**src/ecrypt_pkg.sv**
```systemverilog
// Shared types and constants of the ElGamal crypto engine.
package ecrypt_pkg;

	localparam int unsigned DATA_W = 32;

	typedef enum logic [1:0] {
		MODE_ENCRYPT = 2'd0,
		MODE_DECRYPT = 2'd1,
		MODE_SIGN    = 2'd2,
		MODE_VERIFY  = 2'd3
	} mode_t;

	typedef enum logic [1:0] {
		REG_MODULUS     = 2'd0,
		REG_GENERATOR   = 2'd1,
		REG_PUBLIC_KEY  = 2'd2,
		REG_PRIVATE_KEY = 2'd3
	} reg_idx_t;

	typedef struct packed {
		logic [1:0]        mode;
		logic [DATA_W-1:0] message;
		logic [DATA_W-1:0] nonce;
		logic [DATA_W-1:0] first_in;
		logic [DATA_W-1:0] second_in;
	} in_item_t;

	typedef struct packed {
		logic [DATA_W-1:0] first_out;
		logic [DATA_W-1:0] second_out;
		logic              signature_ok;
		logic              nonce_error;
	} out_item_t;

endpackage

```
**src/elgamal_crypto_engine_core.sv**
```systemverilog
// ElGamal encrypt, decrypt, sign and verify engine with a bit-serial modular multiplier.
//
//  channel | signals                             | direction
//  input   | in_valid, in_stall, in_item         | item in, stall out
//  output  | out_valid, out_stall, out_item      | item out, stall in
//  config  | cfg_we, cfg_index, cfg_data         | register write in
//
// One shared modular multiplier takes one bit of its second operand per cycle.
// An exponentiation costs up to 64 products; the shortest items have zero
// exponents, and verify, with three powers, is longest; sign adds an extended
// Euclid of up to about 47 divide/multiply rounds.
// arst_n clears control state. An item is taken only when the engine is idle;
// a finished result waits in the output register while the next item runs.
module elgamal_crypto_engine_core #(
	parameter int unsigned MOD_WIDTH = 32
) (
	input  logic                                clk,
	input  logic                                arst_n,
	input  logic                                in_valid,
	output logic                                in_stall,
	input  ecrypt_pkg::in_item_t                in_item,
	output logic                                out_valid,
	input  logic                                out_stall,
	output ecrypt_pkg::out_item_t               out_item,
	input  logic                                cfg_we,
	input  ecrypt_pkg::reg_idx_t                cfg_index,
	input  logic [ecrypt_pkg::DATA_W-1:0]       cfg_data
);

	localparam int unsigned DW  = ecrypt_pkg::DATA_W;
	localparam int unsigned W   = MOD_WIDTH;
	localparam int unsigned CW  = $clog2(DW + 1);

	typedef enum logic [5:0] {
		S_IDLE, S_MUL,
		S_PW_INIT, S_PW_LOOP, S_PW_MA, S_PW_SQ, S_PW_SB,
		S_E0, S_E1, S_E2, S_E3, S_E4,
		S_D0, S_D1, S_D2, S_D3, S_D4,
		S_G0, S_G1, S_G2, S_G3, S_G4, S_G5, S_G6, S_G7, S_G8, S_G9, S_G10, S_G11,
		S_V0, S_V1, S_V2, S_V3, S_V4,
		S_OUT
	} state_t;

	state_t st_q, ret_q, pw_ret_q;

	logic [DW-1:0] modulus_q, generator_q, public_key_q, private_key_q;
	logic [DW-1:0] msg_q, nonce_q, fin_q, sin_q;

	// multiplier
	logic [W-1:0]  mm_a_q, mm_m_q, mm_acc_q;
	logic [DW-1:0] mm_b_q, mm_quo_q;
	logic [CW-1:0] mm_cnt_q;

	// exponentiation
	logic [W-1:0]  pw_base_q, pw_acc_q;
	logic [DW-1:0] pw_exp_q;

	// temporaries and Euclid
	logic [W-1:0] t0_q, t1_q, t2_q, o0_q, o1_q;
	logic [W-1:0] r0_q, r1_q, s0_q, s1_q;
	logic         ok_q, err_q;

	logic             out_valid_q;
	ecrypt_pkg::out_item_t out_q;

	logic [W-1:0] pe, ne, pm2;
	logic [W:0]   dbl, sum;
	logic [W-1:0] t1s, t2s, s_new, dsub;
	logic         sub1, sub2;

	always_comb begin
		pe  = (modulus_q[W-1:0] < W'(3)) ? W'(3) : modulus_q[W-1:0];
		ne  = pe - W'(1);
		pm2 = pe - W'(2);
		dbl  = {mm_acc_q, 1'b0};
		sub1 = dbl >= {1'b0, mm_m_q};
		t1s  = sub1 ? W'(dbl - {1'b0, mm_m_q}) : W'(dbl);
		sum  = {1'b0, t1s} + (mm_b_q[DW-1] ? {1'b0, mm_a_q} : '0);
		sub2 = sum >= {1'b0, mm_m_q};
		t2s  = sub2 ? W'(sum - {1'b0, mm_m_q}) : W'(sum);
		s_new = (s0_q >= mm_acc_q) ? (s0_q - mm_acc_q) : (s0_q + ne - mm_acc_q);
		dsub  = (mm_acc_q >= t2_q) ? (mm_acc_q - t2_q) : (mm_acc_q + ne - t2_q);
	end

	assign in_stall  = (st_q != S_IDLE);
	assign out_valid = out_valid_q;
	assign out_item  = out_q;

	always_ff @(posedge clk or negedge arst_n) begin
		if (!arst_n) begin
			modulus_q     <= DW'(3);
			generator_q   <= DW'(2);
			public_key_q  <= DW'(1);
			private_key_q <= '0;
		end else if (cfg_we) begin
			case (cfg_index)
				ecrypt_pkg::REG_MODULUS:     modulus_q     <= cfg_data;
				ecrypt_pkg::REG_GENERATOR:   generator_q   <= cfg_data;
				ecrypt_pkg::REG_PUBLIC_KEY:  public_key_q  <= cfg_data;
				ecrypt_pkg::REG_PRIVATE_KEY: private_key_q <= cfg_data;
				default: ;
			endcase
		end
	end

	always_ff @(posedge clk or negedge arst_n) begin
		if (!arst_n) begin
			st_q        <= S_IDLE;
			ret_q       <= S_IDLE;
			pw_ret_q    <= S_IDLE;
			out_valid_q <= 1'b0;
			out_q       <= '0;
			msg_q <= '0; nonce_q <= '0; fin_q <= '0; sin_q <= '0;
			mm_a_q <= '0; mm_m_q <= W'(3); mm_acc_q <= '0;
			mm_b_q <= '0; mm_quo_q <= '0; mm_cnt_q <= '0;
			pw_base_q <= '0; pw_acc_q <= '0; pw_exp_q <= '0;
			t0_q <= '0; t1_q <= '0; t2_q <= '0; o0_q <= '0; o1_q <= '0;
			r0_q <= '0; r1_q <= '0; s0_q <= '0; s1_q <= '0;
			ok_q <= 1'b0; err_q <= 1'b0;
		end else begin
			// drop the output item once taken, unless a new one replaces it
			if (out_valid_q && !out_stall && st_q != S_OUT)
				out_valid_q <= 1'b0;
			case (st_q)
				S_IDLE: begin
					if (in_valid) begin
						msg_q   <= in_item.message;
						nonce_q <= in_item.nonce;
						fin_q   <= in_item.first_in;
						sin_q   <= in_item.second_in;
						o0_q <= '0; o1_q <= '0; ok_q <= 1'b0; err_q <= 1'b0;
						case (ecrypt_pkg::mode_t'(in_item.mode))
							ecrypt_pkg::MODE_ENCRYPT: st_q <= S_E0;
							ecrypt_pkg::MODE_DECRYPT: st_q <= S_D0;
							ecrypt_pkg::MODE_SIGN:    st_q <= S_G0;
							default:                  st_q <= S_V0;
						endcase
					end
				end
				S_MUL: begin
					// one bit of b per cycle: double, then add a, both mod m
					mm_acc_q <= t2s;
					mm_quo_q <= {mm_quo_q[DW-2:0], sub1 | sub2};
					mm_b_q   <= {mm_b_q[DW-2:0], 1'b0};
					mm_cnt_q <= mm_cnt_q - CW'(1);
					if (mm_cnt_q == CW'(1))
						st_q <= ret_q;
				end
				S_PW_INIT: begin
					pw_base_q <= mm_acc_q;
					pw_acc_q  <= W'(1);
					st_q      <= S_PW_LOOP;
				end
				S_PW_LOOP: begin
					if (pw_exp_q == '0) begin
						st_q <= pw_ret_q;
					end else if (pw_exp_q[0]) begin
						mm_a_q <= pw_acc_q; mm_b_q <= DW'(pw_base_q); mm_m_q <= pe;
						mm_acc_q <= '0; mm_cnt_q <= CW'(DW); ret_q <= S_PW_MA; st_q <= S_MUL;
					end else begin
						st_q <= S_PW_SQ;
					end
				end
				S_PW_MA: begin
					pw_acc_q <= mm_acc_q;
					st_q     <= S_PW_SQ;
				end
				S_PW_SQ: begin
					mm_a_q <= pw_base_q; mm_b_q <= DW'(pw_base_q); mm_m_q <= pe;
					mm_acc_q <= '0; mm_cnt_q <= CW'(DW); ret_q <= S_PW_SB; st_q <= S_MUL;
				end
				S_PW_SB: begin
					pw_base_q <= mm_acc_q;
					pw_exp_q  <= pw_exp_q >> 1;
					st_q      <= S_PW_LOOP;
				end
				// encrypt
				S_E0: begin
					mm_a_q <= W'(1); mm_b_q <= generator_q; mm_m_q <= pe; mm_acc_q <= '0;
					mm_cnt_q <= CW'(DW); ret_q <= S_PW_INIT; pw_exp_q <= nonce_q;
					pw_ret_q <= S_E1; st_q <= S_MUL;
				end
				S_E1: begin
					o0_q <= pw_acc_q;
					mm_a_q <= W'(1); mm_b_q <= public_key_q; mm_m_q <= pe; mm_acc_q <= '0;
					mm_cnt_q <= CW'(DW); ret_q <= S_PW_INIT; pw_exp_q <= nonce_q;
					pw_ret_q <= S_E2; st_q <= S_MUL;
				end
				S_E2: begin
					t0_q <= pw_acc_q;
					mm_a_q <= W'(1); mm_b_q <= msg_q; mm_m_q <= pe; mm_acc_q <= '0;
					mm_cnt_q <= CW'(DW); ret_q <= S_E3; st_q <= S_MUL;
				end
				S_E3: begin
					mm_a_q <= mm_acc_q; mm_b_q <= DW'(t0_q); mm_m_q <= pe; mm_acc_q <= '0;
					mm_cnt_q <= CW'(DW); ret_q <= S_E4; st_q <= S_MUL;
				end
				S_E4: begin
					o1_q <= mm_acc_q;
					st_q <= S_OUT;
				end
				// decrypt
				S_D0: begin
					mm_a_q <= W'(1); mm_b_q <= fin_q; mm_m_q <= pe; mm_acc_q <= '0;
					mm_cnt_q <= CW'(DW); ret_q <= S_PW_INIT; pw_exp_q <= private_key_q;
					pw_ret_q <= S_D1; st_q <= S_MUL;
				end
				S_D1: begin
					mm_a_q <= W'(1); mm_b_q <= DW'(pw_acc_q); mm_m_q <= pe; mm_acc_q <= '0;
					mm_cnt_q <= CW'(DW); ret_q <= S_PW_INIT; pw_exp_q <= DW'(pm2);
					pw_ret_q <= S_D2; st_q <= S_MUL;
				end
				S_D2: begin
					t0_q <= pw_acc_q;
					mm_a_q <= W'(1); mm_b_q <= sin_q; mm_m_q <= pe; mm_acc_q <= '0;
					mm_cnt_q <= CW'(DW); ret_q <= S_D3; st_q <= S_MUL;
				end
				S_D3: begin
					mm_a_q <= mm_acc_q; mm_b_q <= DW'(t0_q); mm_m_q <= pe; mm_acc_q <= '0;
					mm_cnt_q <= CW'(DW); ret_q <= S_D4; st_q <= S_MUL;
				end
				S_D4: begin
					o0_q <= mm_acc_q;
					st_q <= S_OUT;
				end
				// sign
				S_G0: begin
					mm_a_q <= W'(1); mm_b_q <= generator_q; mm_m_q <= pe; mm_acc_q <= '0;
					mm_cnt_q <= CW'(DW); ret_q <= S_PW_INIT; pw_exp_q <= nonce_q;
					pw_ret_q <= S_G1; st_q <= S_MUL;
				end
				S_G1: begin
					o0_q <= pw_acc_q;
					mm_a_q <= W'(1); mm_b_q <= nonce_q; mm_m_q <= ne; mm_acc_q <= '0;
					mm_cnt_q <= CW'(DW); ret_q <= S_G2; st_q <= S_MUL;
				end
				S_G2: begin
					r0_q <= mm_acc_q; r1_q <= ne; s0_q <= W'(1); s1_q <= '0;
					st_q <= S_G3;
				end
				S_G3: begin
					if (r1_q == '0) begin
						st_q <= S_G6;
					end else begin
						// divide r0 by r1: remainder in acc, quotient in quo
						mm_a_q <= W'(1); mm_b_q <= DW'(r0_q); mm_m_q <= r1_q; mm_acc_q <= '0;
						mm_cnt_q <= CW'(DW); ret_q <= S_G4; st_q <= S_MUL;
					end
				end
				S_G4: begin
					t0_q <= mm_acc_q;
					mm_a_q <= s1_q; mm_b_q <= mm_quo_q; mm_m_q <= ne; mm_acc_q <= '0;
					mm_cnt_q <= CW'(DW); ret_q <= S_G5; st_q <= S_MUL;
				end
				S_G5: begin
					s0_q <= s1_q; s1_q <= s_new;
					r0_q <= r1_q; r1_q <= t0_q;
					st_q <= S_G3;
				end
				S_G6: begin
					if (r0_q != W'(1)) begin
						err_q <= 1'b1;
						st_q  <= S_OUT;
					end else begin
						t1_q <= s0_q;
						mm_a_q <= W'(1); mm_b_q <= private_key_q; mm_m_q <= ne; mm_acc_q <= '0;
						mm_cnt_q <= CW'(DW); ret_q <= S_G7; st_q <= S_MUL;
					end
				end
				S_G7: begin
					t0_q <= mm_acc_q;
					mm_a_q <= W'(1); mm_b_q <= DW'(o0_q); mm_m_q <= ne; mm_acc_q <= '0;
					mm_cnt_q <= CW'(DW); ret_q <= S_G8; st_q <= S_MUL;
				end
				S_G8: begin
					mm_a_q <= t0_q; mm_b_q <= DW'(mm_acc_q); mm_m_q <= ne; mm_acc_q <= '0;
					mm_cnt_q <= CW'(DW); ret_q <= S_G9; st_q <= S_MUL;
				end
				S_G9: begin
					t2_q <= mm_acc_q;
					mm_a_q <= W'(1); mm_b_q <= msg_q; mm_m_q <= ne; mm_acc_q <= '0;
					mm_cnt_q <= CW'(DW); ret_q <= S_G10; st_q <= S_MUL;
				end
				S_G10: begin
					mm_a_q <= dsub; mm_b_q <= DW'(t1_q); mm_m_q <= ne; mm_acc_q <= '0;
					mm_cnt_q <= CW'(DW); ret_q <= S_G11; st_q <= S_MUL;
				end
				S_G11: begin
					o1_q <= mm_acc_q;
					st_q <= S_OUT;
				end
				// verify
				S_V0: begin
					mm_a_q <= W'(1); mm_b_q <= generator_q; mm_m_q <= pe; mm_acc_q <= '0;
					mm_cnt_q <= CW'(DW); ret_q <= S_PW_INIT; pw_exp_q <= msg_q;
					pw_ret_q <= S_V1; st_q <= S_MUL;
				end
				S_V1: begin
					t0_q <= pw_acc_q;
					mm_a_q <= W'(1); mm_b_q <= public_key_q; mm_m_q <= pe; mm_acc_q <= '0;
					mm_cnt_q <= CW'(DW); ret_q <= S_PW_INIT; pw_exp_q <= fin_q;
					pw_ret_q <= S_V2; st_q <= S_MUL;
				end
				S_V2: begin
					t1_q <= pw_acc_q;
					mm_a_q <= W'(1); mm_b_q <= fin_q; mm_m_q <= pe; mm_acc_q <= '0;
					mm_cnt_q <= CW'(DW); ret_q <= S_PW_INIT; pw_exp_q <= sin_q;
					pw_ret_q <= S_V3; st_q <= S_MUL;
				end
				S_V3: begin
					mm_a_q <= t1_q; mm_b_q <= DW'(pw_acc_q); mm_m_q <= pe; mm_acc_q <= '0;
					mm_cnt_q <= CW'(DW); ret_q <= S_V4; st_q <= S_MUL;
				end
				S_V4: begin
					ok_q <= (mm_acc_q == t0_q);
					st_q <= S_OUT;
				end
				S_OUT: begin
					// hold until the output register is free
					if (!out_valid_q || !out_stall) begin
						out_q.first_out    <= DW'(o0_q);
						out_q.second_out   <= DW'(o1_q);
						out_q.signature_ok <= ok_q;
						out_q.nonce_error  <= err_q;
						out_valid_q        <= 1'b1;
						st_q               <= S_IDLE;
					end
				end
				default: st_q <= S_IDLE;
			endcase
		end
	end

endmodule
```
**config.mk**
```make
export PLATFORM = sky130hd
export DESIGN_NAME = elgamal_crypto_engine_core
export DESIGN_NICKNAME = d
export VERILOG_FILES = /design/src/ecrypt_pkg.sv /design/src/elgamal_crypto_engine_core.sv
export SDC_FILE = /design/constraint.sdc
export NUM_CORES = 2
export LEC_CHECK = 0
export BUFFER_PORTS_ARGS = -buffer_cell sky130_fd_sc_hd__clkbuf_2
export CAP_MARGIN = 20
export CORE_ASPECT_RATIO = 0.8
export CORE_MARGIN = 2
export CORE_UTILIZATION = 41
export DETAILED_ROUTE_END_ITERATION = 6
export PLACE_DENSITY_LB_ADDON = 0.25
export REMOVE_ABC_BUFFERS = 1
export SLEW_MARGIN = 15
export SYNTH_ARGS = -nofsm -noshare
export SYNTH_HDL_FRONTEND = slang
export SYNTH_SLANG_ARGS = --single-unit
export TNS_END_PERCENT = 5
```
**constraint.sdc**
```tcl
create_clock -name clk -period 22.2 [get_ports clk]
set_input_delay 4.44 -clock clk [delete_from_list [all_inputs] [get_ports clk]]
set_output_delay 4.44 -clock clk [all_outputs]
set_load 0.01 [all_outputs]
```
Word-level counts from Yosys, hierarchy flattened:

Index checks and enable logic that the tools add are counted.

* register bits after elaboration: 893
* input port bits: 169
* output and inout port bits: 68
* logic and storage cells: 232

* add/subtract/negate cells: 12
* order comparisons: 5
* equality and inequality tests: 51
* mux-type cells: 65
* bitwise gates (word level): 1
* reductions and logical operators: 62

Operators with widths (number)
* $mux 32: 24
* $pmux 32 s17: 1
* $pmux 32 s2: 8
* $pmux 32 s10: 1
* $pmux 32 s5: 2
* $pmux 32 s7: 1
* $sub 32x32->32: 6
* $eq 6x5->1 const B: 16
* $pmux 32 s3: 1
* $pmux 6 s16: 1
* $mux 6: 13
* $ge 33x32->1: 2
* $pmux 6 s11: 1
* $add 32x32->32: 2
* $ge 32x32->1: 2
* $logic_not 32->1: 2
* $eq 6x4->1 const B: 8
* $pmux 6 s8: 1
* $add 32x32->33: 1
* $eq 32x32->1: 1
* $lt 32x2->1 const B: 1
* $ne 32x1->1 const B: 1
* $sub 32x1->32 const B: 1
* $sub 32x2->32 const B: 1
* other kinds (41): 98

Longest topological paths before layout:

* depth after elaboration: 7
* depth in mapped cells: 35

Least setup slack after synthesis:

Ideal clock, no wire load.

* path kind: flip-flop to flip-flop
* start: reg mm_m_q[1]
* end: reg mm_acc_q[24]
* library setup time: 126 ps
* arrival: 6975 ps
* required time: 22074 ps
* slack: 15099 ps
* stages on the path, launching flop included: 34
* clock period less this slack: 7101 ps
* path through: dfstp_2 inv_1 ha_1 nor2b_1 o31a_1 o41ai_1 a21oi_1 a211o_1 a21oi_1 a21oi_1 a211oi_2 buf_2 nor2_1 a21oi_1 ha_1 nor2b_1 o2111ai_1 a31oi_1 o211ai_1 a21oi_1 o41ai_1 xnor2_1 ha_1 a21oi_1 o21ai_0 a2111oi_0 a21oi_1 a31oi_1 o21ai_1 a21oi_1 o21a_1 buf_2 nor3_1 a221o_1

* longest elaborated chain between the ends: 6

RTL lines
* from (decl): line elgamal_crypto_engine_core.sv:50 `logic [W-1:0] mm_a_q, mm_m_q, mm_acc_q;`
* from (signal assigned): line elgamal_crypto_engine_core.sv:158 `mm_a_q <= pw_acc_q; mm_b_q <= DW'(pw_base_q); mm_m_q <= pe;`
* from (signal assigned): line elgamal_crypto_engine_core.sv:169 `mm_a_q <= pw_base_q; mm_b_q <= DW'(pw_base_q); mm_m_q <= pe;`
* $sub 32x32->32 / $ge 33x32->1 (equally long branches): line elgamal_crypto_engine_core.sv:77, elgamal_crypto_engine_core.sv:76
* $mux 32: line elgamal_crypto_engine_core.sv:77 `t1s = sub1 ? W'(dbl - {1'b0, mm_m_q}) : W'(dbl);`
* $add 32x32->33: line elgamal_crypto_engine_core.sv:78 `sum = {1'b0, t1s} + (mm_b_q[DW-1] ? {1'b0, mm_a_q} : '0);`
* $sub 32x32->32 / $ge 33x32->1 (equally long branches): line elgamal_crypto_engine_core.sv:80, elgamal_crypto_engine_core.sv:79
* $mux 32 *: line elgamal_crypto_engine_core.sv:80 `t2s = sub2 ? W'(sum - {1'b0, mm_m_q}) : W'(sum);`
* $pmux 32 s5 *: line elgamal_crypto_engine_core.sv:124 `case (st_q)`
* to (signal assigned): line elgamal_crypto_engine_core.sv:142 `mm_acc_q <= t2s;`
* to (decl): line elgamal_crypto_engine_core.sv:50

Mark *: on every way between the ends. The rest lies on a longest branch, timed or not.
A chain may end at the register's enable or synchronous reset.

Worst setup path after layout:

* start: reg mm_acc_q[1]
* end: reg mm_acc_q[1]

* longest elaborated chain between the ends: 6

RTL lines (line)
* $ge 33x32->1 / $sub 32x32->32 (equally long branches): elgamal_crypto_engine_core.sv:76, elgamal_crypto_engine_core.sv:77
* $mux 32 *: elgamal_crypto_engine_core.sv:77
* $add 32x32->33 *: elgamal_crypto_engine_core.sv:78
* $sub 32x32->32 / $ge 33x32->1 (equally long branches): elgamal_crypto_engine_core.sv:80, elgamal_crypto_engine_core.sv:79
* $mux 32 *: elgamal_crypto_engine_core.sv:80
* $pmux 32 s5 *: elgamal_crypto_engine_core.sv:124

Marks and branches as above.

==> run_results.csv <==
group,metric,value,unit
min_path,holdPathEnd,"mm_a_q[7]$_DFFE_PN0P_",
logic_synthesis,synth_top_cell_by_area,"dfrtp_1",
clock_tree,cts_resized,0,
sta,max_slew_margin,9.591,%
sta,final.setup.tns,0,ps
logic_synthesis,ys_ff_latch,893,
worst_setup_path,rr_endpoint,"mm_acc_q[1]$_DFFE_PN0P_",
worst_setup_path,worstPathMaxFanout,61,
sta,setup_violations,0,
clock_tree,holdBufCountCts,0,
final_layout,nets,6468,
run_status,violations,"DRC",
logic_synthesis,synth-edff-count,0,
route,postRouteAntennaNets,0,
grt,first_global_vias,47190,
clock_tree,cts_tree,"done",
clock_tree,cts_setup_buffers,0,
sta,worst_pin_slew,1344,ps
logic_synthesis,yosysSeqAreaShare,40.21,%
worst_setup_path,start_kind,"register",
placed_design,gp_congestion,0.9950,
power_and_ir_drop,power.density,196.7,mW/mm2
worst_setup_path,reg2reg_from,"mm_acc_q[1]$_DFFE_PN0P_",
grt,antenna_found_initial,7,
worst_setup_path,slowest_stage,"dfrtp_1",
logic_synthesis,yosysMostFrequentCell,"dfrtp_1",
route,first_iter_violations,6896,
die,coreArea,0.1342,mm2
logic_synthesis,synth_ff_type,"dfrtp_1",
route,num_vias,49800,
clock_tree,cts-root-buf,"clkbuf_16",
clock_tree,clkTransAtPathRegs,60,ps
grt,track_usage,31.03,%
min_path,holdPathStages,2,
logic_synthesis,yosys_warnings,0,
worst_setup_path,r2r_slack,12160,ps
clock_tree,clock_latency,730,ps
placed_design,post_dp_cell_area,0.05847,mm2
worst_setup_path,arrival,10650,ps
min_path,hp-class,"register to register",
die,die_w,415.7,um
logic_synthesis,synth_cell_types,98,
die,die-area,0.1386,mm2
power_and_ir_drop,peakVddDrop,0.0002673,V
route,wl_per_cell,28.06,um
logic_synthesis,netlist_instances,5939,
final_layout,largest_register_ffs,66,
die,rows,120,
clock_tree,clockBufferDepth,3,
worst_setup_path,worstSetupPathType,"register to register",
die,pin_count,237,
sta,finClkSkew,29.09,ps
placed_design,io_buffer_count,236,
final_layout,drive_gt1_share,15.39,%
clock_tree,htreeDepth,3,
run,cap_violations,0,
final_layout,area_delta_synth_final,11.04,%
logic_synthesis,synth_top_area_share,39.93,%
logic_synthesis,synth_area_leaders,"dfrtp_1, mux2_2, nand2_1",
grt,grt_start_max_net_pins,184,
sta,finalCritPeriodShare,45.21,%
sta,finalHoldViolCount,0,
placed_design,place_hpwl,162300,um
die,die_h,333.4,um
worst_setup_path,critPathRequiredTime,22810,ps
sta,rsz0062_at_grt,"no",
grt,grt.overflow.total,0,
final_layout,fillers,13070,
worst_setup_path,cpPeakStageDelay,840,ps
grt,grt_pass1_wl,322600,um
route,drcViolationCount,4,
route,drtPass1Iterations,7,
logic_synthesis,netlist_top_cells_count,"dfrtp_1, nand2_1, o21ai_0",
sta,drv_slew,0,
sta,fmax,99.64,MHz
clock_tree,cts_made_buffers,96,
worst_setup_path,reg2regPathDepth,30,
run_status,status,"finished with violations",
min_path,min-delay-start,"mm_a_q[7]$_DFFE_PN0P_",
power_and_ir_drop,p_leak,0.02814,uW
logic_synthesis,async_flop_share,100.0,%
sta,period_minus_slack,10040,ps
final_layout,design_area,0.06173,mm2
route,routed_via_density,6.337,
logic_synthesis,syn-cell-area,0.05559,mm2
die,initial_core_util,41.42,%
worst_setup_path,end_kind,"register",
route,wirelength,220500,um
logic_synthesis,syn_area_per_cell,9.361,um2
clock_tree,clock-sinks,893,
worst_setup_path,crit_top_cell,"a21oi_1",
where the power goes:
| part | total [uW] | switching [uW] | leakage [uW] | internal [uW] |
|---|---|---|---|---|
| combinational | 7600 | 4750 | 0.0150 | 2860 |
| clock | 1700 | 738 | 0.00159 | 960 |
| sequential | 2840 | 671 | 0.0115 | 2170 |
metrics by stage:
stage	instances	hold slack (ps)	utilization, %	power [uW]	setup slack, ps
2_1_floorplan	5557	442.4	-	7791	12040
3_3_place_gp	7671	459.1	43.54	10100	12230
3_5_place_dp	7673	463.1	43.56	10200	12550
4_1_cts	7851	476.8	45.97	11940	12460
5_1_grt	7853	500.3	45.98	12930	11400
6_report	7858	471.8	45.99	12140	12160
worst max-delay path: cells and delay by family (launching register included):
family                   cells  cell delay (ps)
adder cells (fa/ha/maj)      3             1040
AND/OR/NAND/NOR              5              980
flip-flops                   1              840
multiplexers                 1              380
buffers and inverters        2              580
AO/OA/AOI/OAI               19             6020
layout make-up:
type / instances / area (um2) / area share, %
Antenna cell: 6 / 15.01 / 0.02432
Clock buffer: 139 / 2795 / 4.528
Clock inverter: 39 / 445.4 / 0.7216
Inverter: 266 / 998.5 / 1.617
Multi-Input combinational cell: 4398 / 30840 / 49.96
Sequential cell: 893 / 22360 / 36.21
Tap cell: 1769 / 2213 / 3.585
Timing Repair Buffer: 348 / 2066 / 3.346
cell families after synthesis:
family	share of synthesized area (%)
compound gates	21.27
simple gates	13.14
flops	40.21
buf+inv	4.843
mux	8.499
fa+ha+maj	7.567
xor+xnor	4.470
layer usage:
metal / GRT usage, % / routed length, um / vias to the layer above
met4: 13.79 / 11370 / 4
li1: - / - / 21810
met5: 0 / 19 / -
met1: 43.60 / 93110 / 24590
met3: 8.233 / 23650 / 542
met2: 44.60 / 92380 / 2851
cell usage in the layout (no fill, tap or decap), types with 126 or more instances in the layout:
| master | instances |
|---|---|
| dfrtp_1 | 886 |
| nand2_1 | 850 |
| o21ai_0 | 474 |
| a21oi_1 | 333 |
| mux2_2 | 320 |
| nor2_1 | 281 |
| inv_1 | 265 |
| clkbuf_2 | 235 |
| a22oi_1 | 233 |
| ha_1 | 229 |
| xnor2_1 | 154 |
| xor2_1 | 126 |
worst max-delay path by stage:
stage | startpoint | slack [ps] | to
6_report | mm_acc_q[1]$_DFFE_PN0P_ | 12160 | mm_acc_q[1]$_DFFE_PN0P_
5_1_grt | mm_acc_q[1]$_DFFE_PN0P_ | 11400 | mm_acc_q[1]$_DFFE_PN0P_
4_1_cts | mm_acc_q[1]$_DFFE_PN0P_ | 12460 | mm_acc_q[1]$_DFFE_PN0P_
3_5_place_dp | mm_acc_q[1]$_DFFE_PN0P_ | 12550 | mm_acc_q[1]$_DFFE_PN0P_
3_3_place_gp | mm_acc_q[1]$_DFFE_PN0P_ | 12230 | mm_acc_q[1]$_DFFE_PN0P_
2_1_floorplan | st_q[4]$_DFFE_PN0P_ | 12040 | r1_q[1]$_DFFE_PN0P_
Power figures use the tool's default switching activity.
